`src/hw/rtl/assert_macros.svh`:
```
// assertion macros shared by the parser rtl
`ifndef ASSERT_MACROS_SVH
`define ASSERT_MACROS_SVH

// checked only while out of reset
`define WDLP_ASSERT(lbl, clk, rstn, prop, msg) \
  lbl: assert property (@(posedge clk) disable iff (!rstn) prop) else $error(msg);

// checked at every edge, reset included
`define WDLP_ASSERT_ALWAYS(lbl, clk, prop, msg) \
  lbl: assert property (@(posedge clk) prop) else $error(msg);

`endif

```
`src/hw/rtl/wdlp_pkg.sv`:
```
// package with types, codes and header constants for the wave data length parser
`default_nettype none

package wdlp_pkg;

  typedef enum logic [2:0] {
    PH_HEADER = 3'd0,
    PH_CHUNK  = 3'd1,
    PH_SKIP   = 3'd2,
    PH_DONE   = 3'd3
  } phase_t;

  typedef enum logic [1:0] {
    ST_OK     = 2'd0,
    ST_BADHDR = 2'd1,
    ST_NODATA = 2'd2
  } status_t;

  localparam logic [3:0]  HEADER_LAST    = 4'd11;
  localparam logic [3:0]  CHUNK_HDR_LAST = 4'd7;
  localparam logic [3:0]  TAG_BYTES      = 4'd4;
  localparam logic [31:0] TAG_DATA       = 32'h6461_7461;

  typedef struct packed {
    logic         valid;
    logic [29:0]  frames;
    status_t      status;
  } result_t;

  // expected byte at a checked header position
  function automatic logic [7:0] hdr_expect(input logic [3:0] pos);
    logic [7:0] val;
    val = 8'h00;
    unique case (pos)
      4'd0:    val = 8'h52;
      4'd1:    val = 8'h49;
      4'd2:    val = 8'h46;
      4'd3:    val = 8'h46;
      4'd8:    val = 8'h57;
      4'd9:    val = 8'h41;
      4'd10:   val = 8'h56;
      4'd11:   val = 8'h45;
      default: val = 8'h00;
    endcase
    return val;
  endfunction

  function automatic logic hdr_checked(input logic [3:0] pos);
    return (pos < 4'd4) || ((pos >= 4'd8) && (pos <= HEADER_LAST));
  endfunction

endpackage

`default_nettype wire

```
`src/hw/rtl/wdlp_parser.sv`:
```
// per-byte parser state and result decision
`default_nettype none
`include "assert_macros.svh"

module wdlp_parser
  import wdlp_pkg::*;
(
  input  wire logic        clk,
  input  wire logic        rst_n,
  input  wire logic        step,
  input  wire logic [7:0]  byte_value,
  input  wire logic        end_of_file,
  output result_t          res
);

  phase_t      phase_r, phase_nxt;
  logic [3:0]  pos_r, pos_nxt;
  logic        mismatch_r, mismatch_nxt;
  logic [31:0] tag_r, tag_nxt;
  logic [31:0] size_r, size_nxt;
  logic [31:0] skip_r, skip_nxt;

  logic [31:0] tag_upd;
  logic [31:0] size_upd;
  logic        mism_upd;
  logic [31:0] skip_dec;

  always_comb begin
    tag_upd  = (pos_r < TAG_BYTES) ? {tag_r[23:0], byte_value} : tag_r;
    size_upd = (pos_r < TAG_BYTES) ? size_r
             : (size_r | ({24'd0, byte_value} << {pos_r[1:0], 3'b000}));
    mism_upd = mismatch_r |
               (hdr_checked(pos_r) && (byte_value != hdr_expect(pos_r)));
    skip_dec = (skip_r != 32'd0) ? (skip_r - 32'd1) : skip_r;

    phase_nxt    = phase_r;
    pos_nxt      = pos_r;
    mismatch_nxt = mismatch_r;
    tag_nxt      = tag_r;
    size_nxt     = size_r;
    skip_nxt     = skip_r;
    res.valid    = 1'b0;
    res.frames   = 30'd0;
    res.status   = ST_OK;

    unique case (phase_r)
      PH_HEADER: begin
        mismatch_nxt = mism_upd;
        if (pos_r >= HEADER_LAST) begin
          if (mism_upd) begin
            res.valid  = 1'b1;
            res.status = ST_BADHDR;
            phase_nxt  = PH_DONE;
          end else begin
            phase_nxt = PH_CHUNK;
            pos_nxt   = 4'd0;
            tag_nxt   = 32'd0;
            size_nxt  = 32'd0;
            if (end_of_file) begin
              res.valid  = 1'b1;
              res.status = ST_NODATA;
            end
          end
        end else begin
          pos_nxt = pos_r + 4'd1;
          if (end_of_file) begin
            res.valid  = 1'b1;
            res.status = ST_BADHDR;
          end
        end
      end
      PH_CHUNK: begin
        tag_nxt  = tag_upd;
        size_nxt = size_upd;
        if (pos_r >= CHUNK_HDR_LAST) begin
          pos_nxt = 4'd0;
          if (tag_upd == TAG_DATA) begin
            res.valid  = 1'b1;
            res.frames = size_upd[31:2];
            res.status = ST_OK;
            phase_nxt  = PH_DONE;
          end else begin
            if (size_upd != 32'd0) begin
              skip_nxt  = size_upd;
              phase_nxt = PH_SKIP;
            end
            tag_nxt  = 32'd0;
            size_nxt = 32'd0;
            if (end_of_file) begin
              res.valid  = 1'b1;
              res.status = ST_NODATA;
            end
          end
        end else begin
          pos_nxt = pos_r + 4'd1;
          if (end_of_file) begin
            res.valid  = 1'b1;
            res.status = ST_NODATA;
          end
        end
      end
      PH_SKIP: begin
        skip_nxt = skip_dec;
        if (skip_dec == 32'd0) begin
          phase_nxt = PH_CHUNK;
          pos_nxt   = 4'd0;
          tag_nxt   = 32'd0;
          size_nxt  = 32'd0;
        end
        if (end_of_file) begin
          res.valid  = 1'b1;
          res.status = ST_NODATA;
        end
      end
      default: begin
        // result given, wait for end of file
      end
    endcase

    if (end_of_file) begin
      phase_nxt    = PH_HEADER;
      pos_nxt      = 4'd0;
      mismatch_nxt = 1'b0;
      tag_nxt      = 32'd0;
      size_nxt     = 32'd0;
      skip_nxt     = 32'd0;
    end

    if (!step) begin
      res.valid = 1'b0;
    end
  end

  always_ff @(posedge clk) begin
    if (!rst_n) begin
      phase_r    <= PH_HEADER;
      pos_r      <= 4'd0;
      mismatch_r <= 1'b0;
      tag_r      <= 32'd0;
      size_r     <= 32'd0;
      skip_r     <= 32'd0;
    end else if (step) begin
      phase_r    <= phase_nxt;
      pos_r      <= pos_nxt;
      mismatch_r <= mismatch_nxt;
      tag_r      <= tag_nxt;
      size_r     <= size_nxt;
      skip_r     <= skip_nxt;
    end
  end

  `WDLP_ASSERT(a_fail_zero_frames, clk, rst_n,
    (res.valid && (res.status != ST_OK)) |-> (res.frames == 30'd0), "frames nonzero on failure")
  `WDLP_ASSERT(a_done_silent, clk, rst_n,
    (step && (phase_r == PH_DONE)) |-> !res.valid, "second result in one file")
  `WDLP_ASSERT(a_eof_restart, clk, rst_n,
    (step && end_of_file) |=> ((phase_r == PH_HEADER) && (pos_r == 4'd0)), "no restart on eof")

endmodule

`default_nettype wire

```
`src/hw/rtl/wdlp_out_reg.sv`:
```
// result register between parser and output stream
`default_nettype none
`include "assert_macros.svh"

module wdlp_out_reg
  import wdlp_pkg::*;
(
  input  wire logic        clk,
  input  wire logic        rst_n,
  input  wire result_t     res,
  output logic             in_ready,
  output logic             out_tvalid,
  input  wire logic        out_tready,
  output logic [31:0]      out_tdata
);

  logic        valid_r;
  logic [29:0] frames_r;
  status_t     status_r;

  assign in_ready   = !valid_r || out_tready;
  assign out_tvalid = valid_r;
  assign out_tdata  = {status_r, frames_r};

  always_ff @(posedge clk) begin
    if (!rst_n) begin
      valid_r <= 1'b0;
    end else if (res.valid) begin
      valid_r <= 1'b1;
    end else if (out_tready) begin
      valid_r <= 1'b0;
    end
  end

  always_ff @(posedge clk) begin
    if (res.valid) begin
      frames_r <= res.frames;
      status_r <= res.status;
    end
  end

  `WDLP_ASSERT_ALWAYS(a_reset_empty, clk,
    !rst_n |=> !valid_r, "result register not cleared by reset")
  `WDLP_ASSERT(a_push_shows, clk, rst_n,
    res.valid |=> valid_r, "pushed result not presented")
  `WDLP_ASSERT(a_stall_only_full, clk, rst_n,
    !in_ready |-> (valid_r && !out_tready), "input stalled without a waiting result")

endmodule

`default_nettype wire

```
`src/hw/rtl/wav_data_length_parser.sv`:
```
// top level of the wave file data length parser
// a result appears on out_tvalid in the cycle after the deciding byte is accepted
// throughput: one byte per cycle while the result side keeps up
// in_tready drops only while a result waits and out_tready is low
// rst_n (synchronous, active low) returns the parser to the file header and empties the result
`default_nettype none

module wav_data_length_parser
  import wdlp_pkg::*;
(
  input  wire logic        clk,
  input  wire logic        rst_n,
  input  wire logic        in_tvalid,
  output logic             in_tready,
  input  wire logic [7:0]  in_tdata,   // byte_value
  input  wire logic        in_tlast,   // end_of_file
  output logic             out_tvalid,
  input  wire logic        out_tready,
  output logic [31:0]      out_tdata   // duration_frames[29:0], status[31:30]
);

  logic    step;
  result_t res;

  assign step = in_tvalid && in_tready;

  wdlp_parser u_parser (
    .clk         (clk),
    .rst_n       (rst_n),
    .step        (step),
    .byte_value  (in_tdata),
    .end_of_file (in_tlast),
    .res         (res)
  );

  wdlp_out_reg u_out_reg (
    .clk        (clk),
    .rst_n      (rst_n),
    .res        (res),
    .in_ready   (in_tready),
    .out_tvalid (out_tvalid),
    .out_tready (out_tready),
    .out_tdata  (out_tdata)
  );

endmodule

`default_nettype wire
```
`config.mk`:
```
export PLATFORM = sky130hd
export DESIGN_NAME = wav_data_length_parser
export DESIGN_NICKNAME = d
export VERILOG_FILES = /design/src/hw/rtl/wdlp_pkg.sv /design/src/hw/rtl/wdlp_parser.sv /design/src/hw/rtl/wdlp_out_reg.sv /design/src/hw/rtl/wav_data_length_parser.sv
export VERILOG_INCLUDE_DIRS = /design/src /design/src/hw/rtl
export SDC_FILE = /design/constraint.sdc
export NUM_CORES = 1
export LEC_CHECK = 0
export ABC_AREA = 1
export BUFFER_PORTS_ARGS = -buffer_cell sky130_fd_sc_hd__buf_4
export CORE_UTILIZATION = 55
export CTS_CLUSTER_SIZE = 24
export DETAILED_ROUTE_END_ITERATION = 10
export HOLD_SLACK_MARGIN = 0.05
export PLACE_DENSITY_LB_ADDON = 0.12
export SLEW_MARGIN = 25
export SYNTH_ARGS = -nofsm -noshare
export SYNTH_HDL_FRONTEND = slang
export SYNTH_SLANG_ARGS = --single-unit
```
`constraint.sdc`:
```
create_clock -name clk -period 9.1 [get_ports clk]
set_input_delay 1.365 -clock clk [delete_from_list [all_inputs] [get_ports clk]]
set_output_delay 1.365 -clock clk [all_outputs]
set_load 0.05 [all_outputs]
```
==> flow_summary_export.csv <==
group,metric,value,unit
power_and_ir_drop,leakagePower,0.00393,uW
synthesis,synth-warning-count,0,
setup_path,cp-start-kind,"flop",
placed_design,dp_hpwl,16700,microns
final_layout,diodes,0,
timing,min_period_over_period,48.6,%
drt,first_pass_iters,7,
final_layout,drive_above_1_share,8.37,%
synthesis,syn_area,0.00826,sq mm
clocking,post_cts_resize_count,0,
floorplanning,dieArea,0.0155,sq mm
timing,slew_viol_final,0,
final_layout,num-nets-final,1272,
clocking,cts_num_sinks,142,
job,drv_cap,0,
final_layout,areaGrowthSynthToFinish,10.3,%
setup_path,cp_max_fo,57,
clocking,htreeDepth,4,
synthesis,ys_types,42,
drt,finalWirelength,23900,microns
global_route,grt_pass1_wl,37900,microns
timing,setup_violations,0,
floorplanning,core,0.0146,sq mm
synthesis,synth_seq_area_share,38.3,%
clocking,root_buffer,"clkbuf_16",
drt,drt_first_iter_violations,895,
final_layout,final_util,62.5,%
synthesis,synth_seq_cells,142,
synthesis,synth_top_area_share,26.7,%
timing,fmax,226,MHz
drt,ant_nets,0,
drt,avgRoutedWirePerCell,16.5,microns
synthesis,synthTopCellsByCount,"nand2_1 (281), nor2_1 (191), inv_1 (137)",
power_and_ir_drop,ir_drop,0.000160,V
synthesis,yosys-top-cells-area,"dfxtp_1 (27%), nand2_1 (13%), edfxtp_1 (12%), nor2_1 (8.7%), inv_1 (6.2%)",
placed_design,globalplace.congestion,0.962,
floorplanning,die_h,125,microns
clocking,postCtsSetupRepairBufs,0,
clocking,holdBufCountCts,0,
timing,rsz0062_at_grt,"no",
floorplanning,start_util,56.6,%
drt,wl_met1,10200,microns
synthesis,syn_avg_cell_area,6.64,sq um
drt,post-route-drc-count,0,
outcome,status,"finished, final reports clean",
timing,timing.hold.ws,0.462,ns
setup_path,worstSetupPathType,"reg -> reg",
drt,met3WireLength,1570,microns
timing,fin_tns_setup,0,ns
global_route,antenna_found_initial,0,
final_layout,nFillCells,1357,
timing,worst_pin_slew,0.910,ns
floorplanning,fp-row-count,44,
clocking,cts_tree,"yes",
timing,fin_skew,0.00518,ns
synthesis,synth-edff-count,32,
synthesis,synth_ff_type,"dfxtp_1",
setup_path,crit_arrival,4.78,ns
timing,relSlewSlack,39.1,%
synthesis,synth_top_cell_by_area,"dfxtp_1",
drt,avgViaCountPerCell,5.76,
setup_path,cp.required,9.45,ns
timing,layout_min_cycle_time,4.43,ns
drt,wl_met2,11200,microns
timing,final_hold_viol_count,0,
drt,vias,8349,
clocking,clockBufferDepth,2,
global_route,grt_use_total,30.8,%
setup_path,crit_path_end_kind,"flop",
synthesis,ys_async_sr_fraction,0,%
placed_design,portBuffers,46,
synthesis,yosysMostFrequentCell,"nand2_1",
global_route,grt_pass1_vias,7509,
synthesis,synthCells,1244,
clocking,numCtsBuffers,17,
global_route,grt_max_degree,68,
floorplanning,die_width,125,microns
drt,highest_layer,"met4",
hold_path,hold_path_class,"reg -> reg",
power_and_ir_drop,p_per_area,228,mW/mm^2
floorplanning,num_io_pins,47,
synthesis,syn_nets,1263,
clocking,insertion_delay,0.43,ns
clocking,clk_transition_reported_paths,0.06,ns
global_route,grt_overflow_total,0,
layout by cell type (no fill, tap or decap), drive strengths merged, types with 20 or more instances in the layout:
master	netlist	final
nand2	289	289
buf	35	52
nand4	27	27
nand3	100	100
o21ai	113	113
a21oi	102	102
edfxtp	32	32
nor2	199	199
inv	139	139
dfxtp	110	110
clkbuf	25	20
flip-flops by register name, indices dropped and copies added, names as in the netlist, named ones only:
name	count
u_parser.mismatch_r	1
u_parser.phase_r	2
u_parser.skip_r	32
u_out_reg.frames_r	30
u_parser.size_r	32
u_parser.tag_r	32
u_out_reg.out_tvalid	1
u_out_reg.status_r	2
u_parser.pos_r	4
final timing paths:
kind	cells after the start	to	slack, ns	from
max	11	u_parser.tag_r[14]	4.67	u_parser.pos_r[2]
min	2	u_parser.tag_r[30]	0.46	u_parser.tag_r[30]
max reg2reg	11	u_parser.tag_r[14]	4.67	u_parser.pos_r[2]
min reg2reg	2	u_parser.tag_r[30]	0.46	u_parser.tag_r[30]
critical path, cell delays in order, from the launching register on:
cell and delay, ns:
dfxtp_1 0.37, nor2_4 0.11, buf_4 0.42, inv_1 0.28
o21ai_0 0.43, nand4_1 0.15, nor3_1 0.32, nand4_1 0.72
nand2_1 0.75, buf_4 0.47, nand3_1 0.12, a21oi_1 0.16
metal layers:
layer,track usage [%],up-vias
li1,-,4090
met1,40.1,3888
met2,48.9,299
met3,6.10,72
met4,14.7,0
met5,0,-
kinds of logic after synthesis:
logic type	Yosys count	synth area share, %
muxes	1	0.121
buffers and inverters	202	10.8
AOI/OAI and AO/OA	249	16.1
xor gates and xnor gates	11	1.17
and+or+nand+nor	633	32.6
DFF	142	38.3
adders and majority gates	6	0.909
layout make-up:
| type | instances | area, sq um | area share [%] |
|---|---|---|---|
| timing repair buffer | 52 | 390 | 4.28 |
| clock inverter | 12 | 119 | 1.30 |
| multi-input combinational | 900 | 4230 | 46.4 |
| sequential | 142 | 3160 | 34.7 |
| clock buffer | 20 | 457 | 5.01 |
| tap | 184 | 230 | 2.53 |
| inverter | 140 | 528 | 5.79 |
per-stage QoR:
step / area (sq um) / total power, uW / instances / worst slack (ns)
3_5_place_dp: 8540 / 1390 / 1418 / 4.52
3_3_place_gp: 8540 / 1390 / 1418 / 4.48
2_1_floorplan: 8260 / 1250 / 1244 / 5.64
6_report: 9120 / 2080 / 1450 / 4.67
4_1_cts: 9110 / 2080 / 1450 / 4.80
5_1_grt: 9120 / 2190 / 1450 / 4.32
power breakdown:
group / internal [uW] / switching (uW) / leakage (uW)
sequential: 700 / 42.3 / 0.00120
clock: 414 / 271 / 0.000280
combinational: 179 / 474 / 0.00245
total: 1290 / 787 / 0.00393
No activity file was read; power rests on OpenSTA's default activity.
